===== config.mk =====
export PLATFORM = sky130hd
export DESIGN_NAME = odo_ctrl
export DESIGN_NICKNAME = d
export VERILOG_FILES = /design/src/design/odo_pkg.sv /design/src/design/odo_ctrl.sv
export SDC_FILE = /design/constraint.sdc
export NUM_CORES = 1
export LEC_CHECK = 0
export BUFFER_PORTS_ARGS = -buffer_cell sky130_fd_sc_hd__buf_2
export CAP_MARGIN = 40
export CORE_MARGIN = 10
export CORE_UTILIZATION = 40
export DETAILED_ROUTE_END_ITERATION = 6
export PLACE_DENSITY = 0.62
export SLEW_MARGIN = 20
export SYNTH_ARGS = -nofsm -noshare
export SYNTH_HDL_FRONTEND = slang
export SYNTH_SLANG_ARGS = --single-unit

===== constraint.sdc =====
create_clock -name clock -period 1.59 [get_ports clock]
set_input_delay 0.318 -clock clock [delete_from_list [all_inputs] [get_ports clock]]
set_output_delay 0.318 -clock clock [all_outputs]
set_load 0.02 [all_outputs]

===== src/design/odo_pkg.sv =====
// Shared types, constants and tables for the differential drive odometry core.
package odo_pkg;

   localparam int DIV_W  = 70;   // divider dividend / quotient width
   localparam int DVS_W  = 26;   // divider divisor width
   localparam int STEP_W = 7;    // loop counter width

   localparam logic [31:0] TWO_PI_Q29     = 32'd3373259426;
   localparam logic [29:0] INV_TWO_PI_Q32 = 30'd683565276;
   localparam logic signed [33:0] CORDIC_GAIN_Q30 = 34'sd652032874;

   localparam logic [2:0] CSR_COUNTS_PER_REV = 3'd0;
   localparam logic [2:0] CSR_GEAR_RATIO     = 3'd1;
   localparam logic [2:0] CSR_LEFT_RADIUS    = 3'd2;
   localparam logic [2:0] CSR_RIGHT_RADIUS   = 3'd3;
   localparam logic [2:0] CSR_TRACK          = 3'd4;

   localparam logic [15:0] RST_COUNTS_PER_REV = 16'd2000;
   localparam logic [15:0] RST_GEAR_RATIO     = 16'd2979;
   localparam logic [17:0] RST_RADIUS         = 18'd13107;
   localparam logic [17:0] RST_TRACK          = 18'd44112;

   typedef enum logic [3:0] {
      OP_NONE,
      OP_CAPTURE,
      OP_LOAD,
      OP_BAD,
      OP_W_MUL1,
      OP_W_MUL2,
      OP_DIV_LOAD_W,
      OP_DIV_STEP,
      OP_W_LO,
      OP_W_HI,
      OP_W_FIN,
      OP_MEAN,
      OP_N_MUL,
      OP_DIV_LOAD_T,
      OP_ANGLE,
      OP_COR_STEP
   } op_type;

   typedef enum logic [2:0] {
      OPX_NONE,
      OPX_MOVE_MUL,
      OPX_MOVE_ADD,
      OPX_PUBLISH
   } opx_type;

   typedef enum logic [4:0] {
      ST_IDLE,
      ST_DECODE,
      ST_W_MUL1,
      ST_W_MUL2,
      ST_W_DIVI,
      ST_W_DIV,
      ST_W_LO,
      ST_W_HI,
      ST_W_FIN,
      ST_MEAN,
      ST_N_MUL,
      ST_T_DIVI,
      ST_T_DIV,
      ST_ANGLE,
      ST_COR,
      ST_MOVE_MUL,
      ST_MOVE_ADD,
      ST_PUBLISH
   } state_type;

   typedef struct packed {
      op_type              op;
      opx_type             opx;
      logic                wheel;   // 0 left, 1 right
      logic [STEP_W-1:0]   step;
   } cmd_type;

   typedef struct packed {
      logic is_load;
      logic zero_interval;
   } status_type;

   // arctan(2^-i) in binary angle units, 2^32 per turn
   function automatic logic [31:0] atan_bam(input logic [4:0] idx);
      logic [31:0] v;
      case (idx)
         5'd0:  v = 32'h20000000;
         5'd1:  v = 32'h12E4051E;
         5'd2:  v = 32'h09FB385B;
         5'd3:  v = 32'h051111D4;
         5'd4:  v = 32'h028B0D43;
         5'd5:  v = 32'h0145D7E1;
         5'd6:  v = 32'h00A2F61E;
         5'd7:  v = 32'h00517C55;
         5'd8:  v = 32'h0028BE53;
         5'd9:  v = 32'h00145F2F;
         5'd10: v = 32'h000A2F98;
         5'd11: v = 32'h000517CC;
         5'd12: v = 32'h00028BE6;
         5'd13: v = 32'h000145F3;
         5'd14: v = 32'h0000A2FA;
         5'd15: v = 32'h0000517D;
         5'd16: v = 32'h000028BE;
         5'd17: v = 32'h0000145F;
         5'd18: v = 32'h00000A30;
         5'd19: v = 32'h00000518;
         5'd20: v = 32'h0000028C;
         5'd21: v = 32'h00000146;
         5'd22: v = 32'h000000A3;
         5'd23: v = 32'h00000051;
         5'd24: v = 32'h00000029;
         5'd25: v = 32'h00000014;
         5'd26: v = 32'h0000000A;
         5'd27: v = 32'h00000005;
         5'd28: v = 32'h00000003;
         5'd29: v = 32'h00000001;
         5'd30: v = 32'h00000001;
         default: v = 32'h00000000;
      endcase
      return v;
   endfunction

endpackage


===== src/design/odo_ctrl.sv =====
// Sequencing state machine for the odometry core.
module odo_ctrl #(
   parameter int CORDIC_STEPS = 24
) (
   input  logic                 clock,
   input  logic                 reset,
   input  logic                 req_valid,
   output logic                 req_ready,
   output logic                 rsp_valid,
   input  logic                 rsp_ready,
   input  odo_pkg::status_type  status,
   output odo_pkg::cmd_type     cmd
);
   import odo_pkg::*;

   localparam logic [STEP_W-1:0] DIV_LAST = STEP_W'(DIV_W - 1);
   localparam logic [STEP_W-1:0] COR_LAST = STEP_W'(CORDIC_STEPS - 1);

   state_type         state_ff, state_in;
   logic [STEP_W-1:0] step_ff, step_in;
   logic              wheel_ff, wheel_in;
   logic              rsp_valid_ff, rsp_valid_in;

   always_ff @(posedge clock) begin
      if (reset) begin
         state_ff     <= ST_IDLE;
         step_ff      <= '0;
         wheel_ff     <= 1'b0;
         rsp_valid_ff <= 1'b0;
      end else begin
         state_ff     <= state_in;
         step_ff      <= step_in;
         wheel_ff     <= wheel_in;
         rsp_valid_ff <= rsp_valid_in;
      end
   end

   always_comb begin
      state_in     = state_ff;
      step_in      = step_ff;
      wheel_in     = wheel_ff;
      rsp_valid_in = rsp_valid_ff && !rsp_ready;
      cmd.op       = OP_NONE;
      cmd.opx      = OPX_NONE;
      cmd.wheel    = wheel_ff;
      cmd.step     = step_ff;
      unique case (state_ff)
         ST_IDLE: begin
            if (req_valid) begin
               cmd.op   = OP_CAPTURE;
               state_in = ST_DECODE;
            end
         end
         ST_DECODE: begin
            if (status.is_load) begin
               cmd.op   = OP_LOAD;
               state_in = ST_PUBLISH;
            end else if (status.zero_interval) begin
               cmd.op   = OP_BAD;
               state_in = ST_PUBLISH;
            end else begin
               wheel_in = 1'b0;
               state_in = ST_W_MUL1;
            end
         end
         ST_W_MUL1: begin
            cmd.op   = OP_W_MUL1;
            state_in = ST_W_MUL2;
         end
         ST_W_MUL2: begin
            cmd.op   = OP_W_MUL2;
            state_in = ST_W_DIVI;
         end
         ST_W_DIVI: begin
            cmd.op   = OP_DIV_LOAD_W;
            step_in  = '0;
            state_in = ST_W_DIV;
         end
         ST_W_DIV: begin
            cmd.op  = OP_DIV_STEP;
            step_in = step_ff + 1'b1;
            if (step_ff == DIV_LAST) begin
               state_in = ST_W_LO;
            end
         end
         ST_W_LO: begin
            cmd.op   = OP_W_LO;
            state_in = ST_W_HI;
         end
         ST_W_HI: begin
            cmd.op   = OP_W_HI;
            state_in = ST_W_FIN;
         end
         ST_W_FIN: begin
            cmd.op = OP_W_FIN;
            if (wheel_ff) begin
               state_in = ST_MEAN;
            end else begin
               wheel_in = 1'b1;
               state_in = ST_W_MUL1;
            end
         end
         ST_MEAN: begin
            cmd.op   = OP_MEAN;
            state_in = ST_N_MUL;
         end
         ST_N_MUL: begin
            cmd.op   = OP_N_MUL;
            state_in = ST_T_DIVI;
         end
         ST_T_DIVI: begin
            cmd.op   = OP_DIV_LOAD_T;
            step_in  = '0;
            state_in = ST_T_DIV;
         end
         ST_T_DIV: begin
            cmd.op  = OP_DIV_STEP;
            step_in = step_ff + 1'b1;
            if (step_ff == DIV_LAST) begin
               state_in = ST_ANGLE;
            end
         end
         ST_ANGLE: begin
            cmd.op   = OP_ANGLE;
            step_in  = '0;
            state_in = ST_COR;
         end
         ST_COR: begin
            cmd.op  = OP_COR_STEP;
            step_in = step_ff + 1'b1;
            if (step_ff == COR_LAST) begin
               state_in = ST_MOVE_MUL;
            end
         end
         ST_MOVE_MUL: begin
            cmd.opx  = OPX_MOVE_MUL;
            state_in = ST_MOVE_ADD;
         end
         ST_MOVE_ADD: begin
            cmd.opx  = OPX_MOVE_ADD;
            state_in = ST_PUBLISH;
         end
         ST_PUBLISH: begin
            // wait until the output register is free
            if (!rsp_valid_ff || rsp_ready) begin
               cmd.opx      = OPX_PUBLISH;
               rsp_valid_in = 1'b1;
               state_in     = ST_IDLE;
            end
         end
         default: begin
            state_in = ST_IDLE;
         end
      endcase
   end

   assign req_ready = (state_ff == ST_IDLE);
   assign rsp_valid = rsp_valid_ff;

endmodule


# Yosys cells after proc, flatten, opt, wreduce, memory -nomap -nowiden
# Cells that the tools add are included.
[classes]
muxes = 21
n_addsub = 1
n_reduce_logical = 12
n_eq_ne = 26
[op_table]
columns = ["cell", "n"]
rows = [
  ["$pmux 5 s18", 1],
  ["$pmux 4 s14", 1],
  ["$eq 5x4->1 const B", 8],
  ["$mux 5", 7],
  ["$eq 5x3->1 const B", 4],
  ["$ne 2x2->1 const B", 7],
  ["$pmux 7 s2", 1],
  ["$eq 5x2->1 const B", 2],
  ["$eq 5x5->1 const B", 2],
  ["$add 7x1->7 const B", 1],
  ["$eq 7x5->1 const B", 1],
  ["$eq 7x7->1 const B", 1],
  ["$mux 2", 3],
  ["$pmux 2 s3", 1],
  ["$reduce_or 3->1", 2],
  ["$eq 5x1->1 const B", 1],
  ["$logic_not 5->1", 1],
  ["$mux 1", 5],
  ["$reduce_and 5->1", 1],
  ["$mux 4", 1],
  ["$reduce_bool 2->1", 2],
  ["$reduce_and 3->1", 1],
  ["$logic_not 1->1", 2],
  ["$pmux 1 s2", 1],
  ["3 further kinds", 3],
]
[totals]
reg_bits = 14
in_bits = 6
wordCells = 64

# Depth between registers and ports, before layout
[logic_depth]
word_depth = 4
mapped_depth = 7

# Worst setup path before layout
# No wires, ideal clock.
[synth_path]
path_kind = "register to output"
startpoint = "register state_ff[0]"
endpoint = "output cmd[11] (netlist name)"
t_required_ns = 1.272
path_buffers = 2
path_slack_ns = -0.181
path_stages_with_launch = 7
arrival_time_ns = 1.453
cell_sequence = "dfxtp_1 buf_6 buf_2 inv_1 a21oi_1 a311oi_1 a211oi_1"
[synth_rtl]
columns = ["element", "line_no", "source"]
rows = [
  ["start, declared", "odo_ctrl.sv:19", "state_type state_ff, state_in;"],
  ["start signal, assigned", "odo_ctrl.sv:31", "state_ff <= state_in;"],
  ["end, declared", "odo_ctrl.sv:12", "output odo_pkg::cmd_type cmd"],
]

==> reports/results.ini <==
[outcome]
outcome=finished, violations left
violations=setup timing

[placed_design]
globalplace.congestion=0.8148
dp.cells=215
place_hpwl_um=2423
dp_slack_ps=-97.93
port_buffers=21

[grt]
grt_start_max_net_pins=19
grt_use_total_pct=13.15
grt_pass1_wl_um=5775
overflow=0
antenna_found_initial=0
grt_pass1_vias=1246

[sta]
report.final.slew_viol_count=0
setup_violations=12
rsz0062_at_grt=yes
clock_skew_ps=3.562
finalSetupTns_ps=-1778
min_period_over_period_pct=116.2
period_minus_slack_ps=1848
max_freq_mhz=541.0
postLayoutSetupSlackWorst_ps=-258.4
timing.hold.ws_ps=407.8
hold_viol=0

[clock_network]
tritoncts=done
cts-hold-fix-buffers=0
cts-buffers-inserted=3
cts_root_buf=clkbuf_4
path_clk_slew_ps=90
clockBufferDepth=2
clk_latency_ps=280
ctsHtreeMaxLevel=1
cts_num_sinks=14

[layout]
antennaDiodeCount=0
final_layout_size_suffix_gt1_share_pct=58.42
final_cells=232
nets=211
syn_to_final_growth_pct=71.62

[yosys]
ys_async_sr_fraction_pct=0
synthTopCellsByCount=a21oi_1, nor3_1, dfxtp_1, nor2_1, nand2_1
synth_flop_cell=dfxtp_1
synth_top_area_share_pct=25.43
synth_most_common_cell=a21oi_1
avgSynthCellArea_um2=7.550
synth.area.top_cells=dfxtp_1, a21oi_1, nor3_1
synth_cell_type_count=41
ys_seq_elements=14
syn-num-nets=154
ys_seq_area_share_pct=25.43
synthCells=146
synth_area_leader_cell=dfxtp_1
ys.warnings.count=0
synth_edf_count=0
netlist_area_um2=1102

[critical_path]
cp_slowest_cell=dfxtp_2
cp.arrival_ps=1530
worstPathRequired_ps=1270
worst_path_largest_cell_delay_ps=370
endpoint_kind=output pin
cp_cell_sequence=buf_6 > buf_12 > o21ai_4 > a21oi_2 > a21oi_1 > nor2_1 > buf_4
startpoint_type=register
crit_type=reg2out
critPathMaxFanout=7

[drt]
postRouteAntennaNets=0
routed_wl_um=4179
routed_via_density=6.034
wire_per_inst_um=18.01
drc=0
dr.pass1.iters=4
drt_iter0_markers=71
via_count=1400

[floorplan]
core_area_um2=2545
dieArea_um2=5256
ioPinCount=23
chipHeight_um=72.50
row_count=18
initial_utilization_pct=43.31
dieWidth_um=72.50

[pwr]
peakVddDrop_mv=0.7227
clockPowerShare_pct=22.1
pwr-share-comb_pct=46.2
power_density_nw_per_um2=634.2
p_switching_mw=0.4308
total_leakage_power_nw=0.7561
swShare_pct=35.90
p_seq_share_pct=31.7
p_total_mw=1.200
p_int_mw=0.7690

[job]
cap_violations=0

[worst_hold_path]
hold_class=in2reg

==> power by group through the flow <==
stage / registers, mW / clock network (mW) / logic, mW
after detailed placement: 0.390 / 0 / 0.371
after global routing: 0.382 / 0.288 / 0.581
after global placement: 0.389 / 0 / 0.368
after CTS: 0.378 / 0.274 / 0.452
after floorplan: 0.378 / 0 / 0.247
final: 0.380 / 0.265 / 0.554
==> layer usage <==
layer  up-vias  share of wire (%)  track usage, %  routed length [um]
li1        645                  -               -                   -
met1       685                 44           16.91                1824
met2        58                 48           22.06                2003
met3        12                6.0           3.265                 249
met4         0                2.4           1.688                 102
met5         -                  0               0                   0
==> final cells by class <==
class / instances / area, um2
Clock buffer: 4 / 36.28
Multi-Input combinational cell: 114 / 972.2
Tap cell: 30 / 37.54
Fill cell: 185 / 653.1
Sequential cell: 14 / 295.3
Timing Repair Buffer: 66 / 530.5
Inverter: 4 / 20.02
==> stage by stage <==
step	util [%]	area [um2]
after floorplan	-	1132
after global placement	56.64	1441
after detailed placement	56.64	1441
after CTS	65.09	1657
after global routing	74.34	1892
final	74.34	1892
==> layout by cell type (no fill, tap or decap), drive strengths merged, types with 2 or more instances in the layout <==
master   instances
a21oi           16
dfxtp           14
or3              3
xnor2            6
nor3            15
a2111oi          5
buf             66
a31oi            3
ha               2
nand3            5
nand3b           2
inv              3
nand2            8
nor3b            2
a211oi           2
nor2            14
o21ai            5
a221oi           2
a21o             3
o211ai           2
o22ai            2
clkbuf           4
nand2b           6
==> cells by family (layout without fill, tap and decap cells) <==
group                    Yosys count  in the layout  share of synthesized area [%]
adder cells (fa/ha/maj)            2              2                          2.270
AND/OR/NAND/NOR                   62             62                          30.31
AO/OA/AOI/OAI                     43             43                          27.81
XOR/XNOR                           6              6                          4.767
flip-flops                        14             14                          25.43
other                              1              1                         0.3402
buffers and inverters             18             74                          9.080
==> state kept, by name, summed over array words and instances, names as in the netlist <==
register and flops:
rsp_valid 1, step_ff 7, state_ff 5, wheel_ff 1
==> timing repair <==
item / in CTS / in global routing
hold endpoints to repair: 0 / 0
setup endpoints to repair: 12 / 16
pin swaps: 10 / 13
resized for setup: 37 / 37
buffers inserted: 9 / 4
==> worst max-delay path: cells and delay by family, from the launching register on <==
family / cells / cell delay, ps
flip-flops: 1 / 370
AO/OA/AOI/OAI: 3 / 240
AND/OR/NAND/NOR: 1 / 190
buffers and inverters: 3 / 440
==> path summary, 6_finish.rpt <==
check	from	to	slack, ps	depth (start not counted)
worst min-delay path	reset	step_ff[0]	410	2
worst max register to register	state_ff[1]	state_ff[1]	-230	5
worst max-delay path	state_ff[0]	cmd[12]	-260	7
worst min register to register	wheel_ff	wheel_ff	550	2
(Power assumes the default switching activity.)
